===== config.mk =====
export PLATFORM = sky130hd
export DESIGN_NAME = sdps_byte_cmp
export DESIGN_NICKNAME = d
export VERILOG_FILES = /design/src/sdps_pkg.sv /design/src/sdps_byte_cmp.sv
export SDC_FILE = /design/constraint.sdc
export NUM_CORES = 1
export LEC_CHECK = 0
export ABC_AREA = 1
export BUFFER_PORTS_ARGS = -buffer_cell sky130_fd_sc_hd__buf_4
export CAP_MARGIN = 20
export CORE_AREA = 2 2 39 41
export DETAILED_ROUTE_END_ITERATION = 6
export DIE_AREA = 0 0 41 43
export GPL_ROUTABILITY_DRIVEN = 0
export GPL_TIMING_DRIVEN = 0
export PLACE_DENSITY = 0.76
export SLEW_MARGIN = 20
export SYNTH_ARGS = -nofsm -noshare
export SYNTH_HDL_FRONTEND = slang
export SYNTH_SLANG_ARGS = --single-unit

===== constraint.sdc =====
create_clock -name vclk -period 1.6
set_clock_uncertainty 0.05 [all_clocks]
set_input_delay 0.16 -clock vclk [all_inputs]
set_output_delay 0.16 -clock vclk [all_outputs]
set_load 0.01 [all_outputs]

===== src/sdps_pkg.sv =====
`timescale 1ns / 1ps
package sdps_pkg;

   localparam int QUERY_BYTES = 32;
   localparam int QL_W        = 6;
   localparam int SW          = 13;

   typedef enum logic [1:0] {
      FUNC_DICT_WR  = 2'd0,
      FUNC_QUERY_WR = 2'd1,
      FUNC_EXACT    = 2'd2,
      FUNC_PREFIX   = 2'd3
   } func_type;

   typedef enum logic [1:0] {
      CMP_CONT = 2'd0,
      CMP_EQ   = 2'd1,
      CMP_GT   = 2'd2,
      CMP_LT   = 2'd3
   } cmp_type;

   typedef enum logic [2:0] {
      PH_SEARCH = 3'b001,
      PH_BACK   = 3'b010,
      PH_FWD    = 3'b100
   } phase_type;

   typedef enum logic [6:0] {
      S_IDLE   = 7'b0000001,
      S_PICK   = 7'b0000010,
      S_LOAD   = 7'b0000100,
      S_CMP    = 7'b0001000,
      S_BSTART = 7'b0010000,
      S_FSTART = 7'b0100000,
      S_DONE   = 7'b1000000
   } state_type;

endpackage


===== src/sdps_byte_cmp.sv =====
`timescale 1ns / 1ps
module sdps_byte_cmp
   import sdps_pkg::*;
#(
   parameter int ITEM_BYTES = 32,
   parameter int CW         = 7
) (
   input  logic              exact_mode,
   input  logic              entry_ok,
   input  logic [CW-1:0]     byte_idx,
   input  logic [QL_W-1:0]   query_len,
   input  logic [7:0]        entry_byte,
   input  logic [7:0]        query_byte,
   output cmp_type           result
);

   logic e_end;
   logic q_end;

   assign e_end = !entry_ok || (32'(byte_idx) >= ITEM_BYTES) || (entry_byte == 8'd0);
   assign q_end = 32'(byte_idx) >= 32'(query_len);

   // result gives where the query lies relative to the entry
   always_comb begin
      result = CMP_CONT;
      if (exact_mode) begin
         if (e_end && q_end)              result = CMP_EQ;
         else if (e_end)                  result = CMP_GT;
         else if (q_end)                  result = CMP_LT;
         else if (query_byte > entry_byte) result = CMP_GT;
         else if (query_byte < entry_byte) result = CMP_LT;
      end else begin
         if (q_end)                       result = CMP_EQ;
         else if (e_end)                  result = CMP_GT;
         else if (query_byte > entry_byte) result = CMP_GT;
         else if (query_byte < entry_byte) result = CMP_LT;
      end
   end

endmodule


== Word-level counts from Yosys, hierarchy flattened ==
Index checks and enable logic that the tools add are counted.

* Flip-flop bits (word level): 0
* Latch bits: 0
* Memory bits (writable): 0
* ROM bits: 0
* Bits of input ports: 31
* Output and inout port bits: 2
* Word-level logic and storage cells: 17
* Memories: 0

* Add/sub/neg operators: 0
* Multipliers: 0
* Divide/modulo/power cells: 0
* Order comparisons: 4
* Eq/ne operators: 0
* Shifts and indexed selects: 0
* Multiplexer cells: 8
* Bitwise logic cells: 0
* Reduce and logical (&&, ||, !) cells: 5

{| class="wikitable"
|+ Operators with widths
! cell !! number
|-
| two-way mux 2 bit || 8
|-
| greater-than comparator 8 bit || 1
|-
| zero test 8 bit || 1
|-
| < comparator 8 bit || 1
|-
| >= comparator 7 x 6 -> 1 bit || 1
|-
| >= comparator 7 x 6 -> 1 bit, second input constant || 1
|-
| logical OR 1 bit || 2
|-
| logical AND 1 bit || 1
|-
| zero test 1 bit || 1
|}

== Longest topological paths before layout ==
Gate-level depths: netlist of run 1.

* Depth in word-level cells: 7
* Gate-level depth with buffers: 11
* Depth with buffers taken out: 11

== Worst setup path before layout of run 1 ==
Ideal clock, no wire load.

* Path kind: input -> output
* Start: input entry_byte[7]
* End: output result[0]
* Arrival time: 1.031 ns
* Data required time: 1.390 ns
* Path slack: 0.359 ns
* Cell stages on the path: 8
* Path buffers: 0
* Cell sequence: inv_1 > ha_1 > nand2_1 > inv_1 > nor2_1 > o21a_1 > nand2_1 > o21bai_1

* Word-level cells in the longest chain between the ends: 7
* Elaborated cells on any way between the ends: 13
* Those cells by class: order compare (2); mux (8); reduce/logical (3)

{| class="wikitable"
|+ RTL lines
! item !! line !! text
|-
| start: declaration || sdps_byte_cmp.sv:12 || <nowiki>input logic [7:0] entry_byte,</nowiki>
|-
| < comparator 8 bit || sdps_byte_cmp.sv:31, sdps_byte_cmp.sv:36 ||
|-
| two-way mux 2 bit || sdps_byte_cmp.sv:31, sdps_byte_cmp.sv:36 ||
|-
| two-way mux 2 bit || sdps_byte_cmp.sv:30, sdps_byte_cmp.sv:35 ||
|-
| two-way mux 2 bit || sdps_byte_cmp.sv:29 || <nowiki>else if (q_end) result = CMP_LT;</nowiki>
|-
| two-way mux 2 bit || sdps_byte_cmp.sv:28 || <nowiki>else if (e_end) result = CMP_GT;</nowiki>
|-
| two-way mux 2 bit || sdps_byte_cmp.sv:27 || <nowiki>if (e_end && q_end) result = CMP_EQ;</nowiki>
|-
| two-way mux 2 bit * || sdps_byte_cmp.sv:26 || <nowiki>if (exact_mode) begin</nowiki>
|-
| end: declaration || sdps_byte_cmp.sv:14 || <nowiki>output cmp_type result</nowiki>
|}

Mark *: on every way between the ends. The rest lies on a longest branch, timed or not.

== Worst setup path after layout of run 1 ==
* Start: input byte_idx[5]
* End: output result[1]

* Word-level cells in the longest chain between the ends: 6
* Elaborated cells on any way between the ends: 11
* Those cells by class: order compare (2); mux (6); reduce/logical (3)

{| class="wikitable"
|+ RTL lines
! item !! line !! text
|-
| start: declaration || sdps_byte_cmp.sv:10 || <nowiki>input logic [CW-1:0] byte_idx,</nowiki>
|-
| >= comparator 7 x 6 -> 1 bit || sdps_byte_cmp.sv:20 || <nowiki>assign e_end = !entry_ok || (32'(byte_idx) >= ITEM_BYTES) || (entry_byte == 8'd0);</nowiki>
|-
| logical OR 1 bit (2 in series) || sdps_byte_cmp.sv:20 ||
|-
| two-way mux 2 bit, or another cell as far along || sdps_byte_cmp.sv:34 || <nowiki>else if (e_end) result = CMP_GT;</nowiki>
|-
| two-way mux 2 bit (on tied branches) || sdps_byte_cmp.sv:33, sdps_byte_cmp.sv:27 ||
|-
| two-way mux 2 bit * || sdps_byte_cmp.sv:26 ||
|}

Marks and branches as above.

==> results of run 1 <==
worst max-delay path by stage:
stage,startpoint,end,slack (ns),depth (start not counted)
2_1_floorplan,entry_byte[7],result[0],0.36,8
3_3_place_gp,byte_idx[5],result[1],0.15,10
3_5_place_dp,byte_idx[5],result[1],0.13,9
4_1_cts,byte_idx[5],result[1],0.13,9
5_1_grt,entry_byte[7],result[1],0.002,11
6_report,byte_idx[5],result[1],0.14,9
power groups by stage:
stage | clock network (mW) | registers [mW] | logic (mW)
finish | 0 | 0 | 0.171
detailed placement | 0 | 0 | 0.174
global route | 0 | 0 | 0.200
global placement | 0 | 0 | 0.167
floorplan | 0 | 0 | 0.0901
CTS | 0 | 0 | 0.175
synthesized netlist by cell type:
cell type,n
inv_1,27
nand2_1,27
ha_1,14
nor2_1,6
a21oi_1,3
a21oi_2,2
nand3_1,2
o21bai_1,2
nor3_1,1
nor3b_2,1
o21a_1,1
metrics by stage:
| step | setup WS [ns] | util [%] | area [µm²] |
|---|---|---|---|
| after floorplan | 0.359 | - | 483 |
| after global placement | 0.147 | 54.2 | 751 |
| after detailed placement | 0.127 | 54.2 | 751 |
| after CTS | 0.126 | 54.2 | 751 |
| after global routing | 0.00232 | 54.2 | 751 |
| final | 0.140 | 54.2 | 751 |
critical path: stages:
cell     delay, ns
buf_4         0.12
ha_1          0.30
nand2_1       0.09
inv_1         0.05
a21oi_2       0.11
nand2_1       0.08
nor2_1        0.13
a21oi_2       0.06
buf_4         0.14
cell families (layout without fill, tap and decap cells):
family          after synthesis  in the layout  synth area share (%)
simple gates                 37             37                  31.3
compound gates                8              8                  11.4
fa+ha+maj                    14             14                  36.3
buf+inv                      27             60                  21.0
area by class of cell:
| type | count | area share (%) |
|---|---|---|
| timing repair buffer | 33 | 33.0 |
| inverter | 27 | 13.5 |
| tap | 16 | 2.67 |
| multi-input combinational | 59 | 50.8 |
placed cells by master (no fill, tap or decap):
cell	count
nor3b_2	1
nor3_1	1
buf_4	33
nor2_1	6
a21oi_1	3
nand2_1	27
a21oi_2	2
o21bai_1	2
nand3_1	2
inv_1	27
ha_1	14
o21a_1	1
per-layer routing:
layer | routed length [µm] | global-route usage, %
met1 | 383 | 14.2
met2 | 550 | 27.2
met4 | 0 | 0
met3 | 85 | 0
met5 | 0 | 0
==> impl_results.md, run 1 <==
- Yosys top cell area share: 36.3%
- Pwr/cell area: 227 nW/µm²
- Num sequential: 0
- Crit end category: output port
- Via count normalized by instance count: 4.33
- Synth warn: 0
- Cell Area, Synth: 483 µm²
- Top post-synthesis cells by area: ha_1 (36%), inv_1 (21%), nand2_1 (21%), nor2_1 (4.7%), a21oi_2 (3.6%)
- Sequential Power Share: 0%
- Post-Layout Cell Count: 135
- Final hold slack: 0.675 ns
- Fin crit share: 91.2%
- Antenna Cells: 0
- Max_cap viols: 0
- Fin. Hold Viols: 0
- Setup Buffers After CTS: 0
- Total gr overflow: 0
- Clk pwr share: 0%
- Psw: 73.2 µW
- Final Slew Violations: 0
- Layout area overhead: 55.4%
- Largest net degree at the start of global routing: 4
- Die ar.: 1760 µm²
- Layout cell share with drive strength beyond 1: 30.3%
- Core ar.: 1380 µm²
- Slew margin rel.: 85.6%
- Worst path required time: 1.39 ns
- DR DRC count: 0
- Hold Path End: result[0]
- Starting Density: 34.9%
- Port buffer count: 33
- Routed Antenna Nets: 0
- Hold_buf cts: 0
- Net Sw Frac: 42.9%
- Register Area: 0 µm²
- Hold path cells: 5
- Peak Freq: 685 MHz
- Slew @ Worst Pin: 0.215 ns
- Tot Pwr: 171 µW
- RSZ-0062 raised after global routing: false
- Final wirelength: 1020 µm
- Internal: 97.3 µW
- P_leak: 0.516 nW
- Hold Path Origin: byte_idx[5]
- Combinational share of power: 100.0%
- Io pins: 33
- # setup viols final: 0
- Fin nets: 166
- Seq/Total Area, Yosys: 0%
- CP Launch Type: input port
- Status: completed
- Min cycle time layout: 1.46 ns
- Global-route wire length before repair: 1760 µm
- Cts repair resizes: 0
- DRT iter0 DRCs: 5
- Largest area contributor in the netlist: ha_1
- Initial antenna violation count: 0
- Placed instance count: 135
- HPWL after DPL: 1000 µm
- Crit path kind: in2out
- Critical path arrival: 1.25 ns
- Multi-input gate area: 382 µm²
- Global Route Usage Sum: 13.2%
- Die X: 41 µm
- VDD IR-drop max: 0.0915 mV
- TNS Setup: 0 ns
- Die Y: 43 µm
- Distinct cells, synth: 11
- Number of global-route vias before repair: 545
- Fill count: 159
- Post-Synthesis Cells: 86
- Via count: 584
- DRT Pass-1 Iters: 3
- Layout clock buffer count: 0
- Syn_area_per_cell: 5.62 µm²
- CP Max Fanout: 3
- Worst Hold Class: in2out
- Syn nets: 131
- Row cnt: 14
- Detailed-route wire length per cell: 7.54 µm
Note: power is estimated with default switching activity, not from simulation.
==> inputs of run 2 (changes only) <==
Settings changed: BUFFER_PORTS_ARGS -buffer_cell sky130_fd_sc_hd__buf_4 to unset, DONT_BUFFER_PORTS set to 1, PLACE_DENSITY 0.76 to 0.54.
==> run 2 against run 1 <==
Sequential share of layout area did not move. Die area did not move. Design area fell by 33%. Worst hold slack got worse by 0.20 ns. Clock-buffer cell count did not move. Final cell count fell by 24%. Global-route usage fell by 4.6 points. Via count fell by 22%. Critical path depth fell by 1. Critical endpoint is now result[0]. Largest cell class unchanged. Highest routed layer unchanged.
==> impl_results.md, run 2 (synthesized netlist as in run 1, its figures left out) <==
- Status: completed
- Global-route wire length before repair: 1150 µm
- Tot Pwr: 104 µW
- Worst setup margin: 0.264 ns
- Slowest library cell on the worst path: ha_1
- Post-Layout Cell Count: 102
- Crit path kind: in2out
- Place WS: 0.240 ns
- Fin crit share: 83.5%
- Internal: 44.6 µW
- Register Area: 0 µm²
- Via count normalized by instance count: 4.46
- Clk pwr share: 0%
- # setup viols final: 0
- RSZ-0062 raised after global routing: false
- Setup Buffers After CTS: 0
- Via count: 455
- Core ar.: 1380 µm²
- Final wirelength: 788 µm
- Fin nets: 133
- Antenna Cells: 0
- Min cycle time layout: 1.34 ns
- TNS Setup: 0 ns
- Number of global-route vias before repair: 339
- Commonest cells after routing, fill and taps aside: inv_1 (27), nand2_1 (27), ha_1 (14)
- Cts repair resizes: 0
- Global Route Usage Sum: 8.59%
- Largest delay contributor family on the critical path: compound AO/OA/AOI/OAI gates
- Post-route cell area: 503 µm²
- Placed Area: 503 µm²
- CP Launch Type: input port
- Sequential Power Share: 0%
- Initial antenna violation count: 0
- HPWL after DPL: 800 µm
- Slew margin rel.: 81.6%
- Die ar.: 1760 µm²
- Worst Hold Class: in2out
- Max_cap viols: 0
- Row cnt: 14
- Crit end category: output port
- Starting Density: 34.9%
- DRT iter0 DRCs: 1
- Hold_buf cts: 0
- Detailed-route wire length per cell: 7.73 µm
- Die Y: 43 µm
- DR DRC count: 0
- Hold Path End: result[1]
- VDD IR-drop max: 0.0612 mV
- Total gr overflow: 0
- Critical path arrival: 1.13 ns
- Port buffer count: 0
- Combinational share of power: 100.0%
- Hold path cells: 4
- Worst path required time: 1.39 ns
- Worst path max stage delay: 0.30 ns
- Layout clock buffer count: 0
- Slew @ Worst Pin: 0.275 ns
- Final hold slack: 0.474 ns
- Placed instance count: 102
- Num sequential: 0
- Final Slew Violations: 0
- Hold Path Origin: exact_mode
- Io pins: 33
- Peak Freq: 749 MHz
- Layout cell share with drive strength beyond 1: 3.49%
- Psw: 59.6 µW
- Layout area overhead: 4.15%
- Final Core Density: 36.3%
- Critical-path cell list: inv_1 > ha_1 > nand2_1 > inv_1 > nor2_1 > o21a_1 > nand2_1 > o21bai_1
- CP Max Fanout: 2
- Largest net degree at the start of global routing: 4
- Pwr/cell area: 207 nW/µm²
- Routed Antenna Nets: 0
- WP buf/inv: 2
- Die X: 41 µm
- Crit path from: entry_byte[7]
- P_leak: 0.358 nW
- Net Sw Frac: 57.2%
- DRT Pass-1 Iters: 2
- Fin. Hold Viols: 0
## run 2: cell count changes in the layout (fill, tap and decap cells not counted), sizes merged
cell  change
buf      -33
## run 2: worst max path at each step
stage	endpoint	slack, ns	depth (start not counted)
3_3_place_gp	result[0]	0.25	8
6_report	result[0]	0.26	8
5_1_grt	result[0]	0.14	8
2_1_floorplan	result[0]	0.36	8
4_1_cts	result[0]	0.24	8
3_5_place_dp	result[0]	0.24	8
## run 2: per-layer routing
layer	up-vias	share of wire, %	track usage [%]
li1	257	-	-
met1	182	46	11.4
met2	16	48	15.3
met3	0	6.7	0.524
met4	0	0	0
met5	-	0	0
## run 2: power groups by stage
stage / Combinational [mW] / Sequential [mW] / Clock [mW]
detailed placement: 0.107 / 0 / 0
floorplan: 0.0901 / 0 / 0
global placement: 0.103 / 0 / 0
global route: 0.127 / 0 / 0
CTS: 0.107 / 0 / 0
finish: 0.104 / 0 / 0
## run 2: area by class of cell
type               instances  area [µm²]
well taps                 16        20.0
multi-input cells         59         382
fillers                  172         881
inverters                 27         101
==> inputs of run 3 (changes only) <==
Settings changed: PLACE_DENSITY 0.54 to 0.56.
Clock period 1.6 ns to 1.2 ns, I/O delays scaled along.
==> run 3 against run 2 <==
Routed wire length rose by 20%. Sequential share of layout area stayed put. Combinational power up 100%. First-iteration DRC count unchanged. Global-route usage up 3.4 points. Clock-buffer cell count unchanged. Worst setup slack got worse by 0.21 ns. Critical path depth decreased by 2. Die area unchanged. Final cell count unchanged. Non-clock buffer count did not move.
==> impl_results.md, run 3 (synthesized netlist as in run 1, its figures left out) <==
- Status: completed
- Crit path kind: in2out
- Fin. Hold Viols: 0
- Num sequential: 0
- Global Route Usage Sum: 12.0%
- Placed instance count: 102
- Register Area: 0 µm²
- Min cycle time layout: 1.15 ns
- Row cnt: 14
- Crit end category: output port
- Commonest cells after routing, fill and taps aside: nand2_1 (20), inv_2 (14), inv_1 (12)
- Setup Buffers After CTS: 0
- Antenna Cells: 0
- Final wirelength: 947 µm
- Final Slew Violations: 0
- Worst path required time: 1.03 ns
- Largest delay contributor family on the critical path: compound AO/OA/AOI/OAI gates
- Layout cell share with drive strength beyond 1: 46.5%
- Fin crit share: 95.5%
- Hold Path End: result[1]
- DRT Pass-1 Iters: 2
- Port buffer count: 0
- Hold path cells: 4
- Fin nets: 133
- DRT iter0 DRCs: 1
- Die ar.: 1760 µm²
- Die Y: 43 µm
- Layout area overhead: 40.9%
- Placed Area: 503 µm²
- Detailed-route wire length per cell: 9.28 µm
- Number of global-route vias before repair: 439
- Post-route cell area: 681 µm²
- Total gr overflow: 0
- Place WS: -0.0802 ns
- Starting Density: 34.9%
- Peak Freq: 873 MHz
- Worst setup margin: 0.0539 ns
- Slowest library cell on the worst path: ha_4
- Largest net degree at the start of global routing: 4
- Post-Layout Cell Count: 102
- HPWL after DPL: 819 µm
- Initial antenna violation count: 0
- Io pins: 33
- Critical path arrival: 0.98 ns
- Final hold slack: 0.401 ns
- # setup viols final: 0
- DR DRC count: 0
- Hold Path Origin: exact_mode
- Commonest non-fill, non-tap cell in the layout: nand2_1
- Pwr/cell area: 309 nW/µm²
- VDD IR-drop max: 0.140 mV
- P_leak: 0.348 nW
- CP Max Fanout: 2
- Via count: 478
- Core ar.: 1380 µm²
- Critical-path cell list: inv_1 > ha_4 > a21oi_1 > o21a_1 > nand2_2 > a21oi_4
- CP Launch Type: input port
- Global-route wire length before repair: 1610 µm
- Die X: 41 µm
- Worst path max stage delay: 0.21 ns
- Max_cap viols: 0
- Final Core Density: 49.2%
- Via count normalized by instance count: 4.69
- Routed Antenna Nets: 0
- Layout clock buffer count: 0
- Slew @ Worst Pin: 0.239 ns
- Slew margin rel.: 84.0%
- WP buf/inv: 1
- Worst Hold Class: in2out
[run 3: cell counts in the layout (fill, tap and decap cells not counted)]
Identical to the previous run, type by type.
[run 3: per-stage QoR]
stage / setup TNS (ns) / total power, mW
4_1_cts: 0 / 0.172
6_report: 0 / 0.210
3_5_place_dp: -0.107 / 0.143
5_1_grt: -0.0155 / 0.246
2_1_floorplan: 0 / 0.120
3_3_place_gp: -0.0831 / 0.138
[run 3: worst max-delay path by stage]
stage | depth (start not counted) | to | slack [ns] | startpoint
global placement | 8 | result[0] | -0.07 | entry_byte[7]
floorplan | 8 | result[0] | 0.04 | entry_byte[7]
detailed placement | 8 | result[0] | -0.08 | entry_byte[7]
CTS | 9 | result[1] | 0.001 | entry_byte[5]
finish | 6 | result[1] | 0.05 | entry_byte[5]
global route | 9 | result[0] | -0.008 | entry_byte[1]
[run 3: routing by layer]
| layer | wire length, µm | share of wire, % | global-route usage, % | vias to the layer above |
|---|---|---|---|---|
| met2 | 497 | 52 | 21.6 | 17 |
| li1 | - | - | - | 257 |
| met5 | 0 | 0 | 0 | - |
| met3 | 59 | 6.2 | 0 | 0 |
| met1 | 390 | 41 | 16.1 | 204 |
| met4 | 0 | 0 | 0 | 0 |
[run 3: power by group]
| group | switching [mW] | internal (mW) | total (mW) |
|---|---|---|---|
| logic | 0.111 | 0.0999 | 0.210 |
| clock network | 0 | 0 | 0 |
| registers | 0 | 0 | 0 |
| total | 0.111 | 0.0999 | 0.210 |
[run 3: cell type report]
| cell class | count | area (µm²) |
|---|---|---|
| fill | 150 | 703 |
| multi-input combinational | 59 | 554 |
| tap | 16 | 20.0 |
| inverter | 27 | 106 |
[run 3: timing repair]
item                                    CTS  global route
hold endpoints to repair                  0             0
hold buffers                              0             0
gates resized for setup                  13            29
endpoints found under the setup margin    2             2
pin swaps                                 7            27
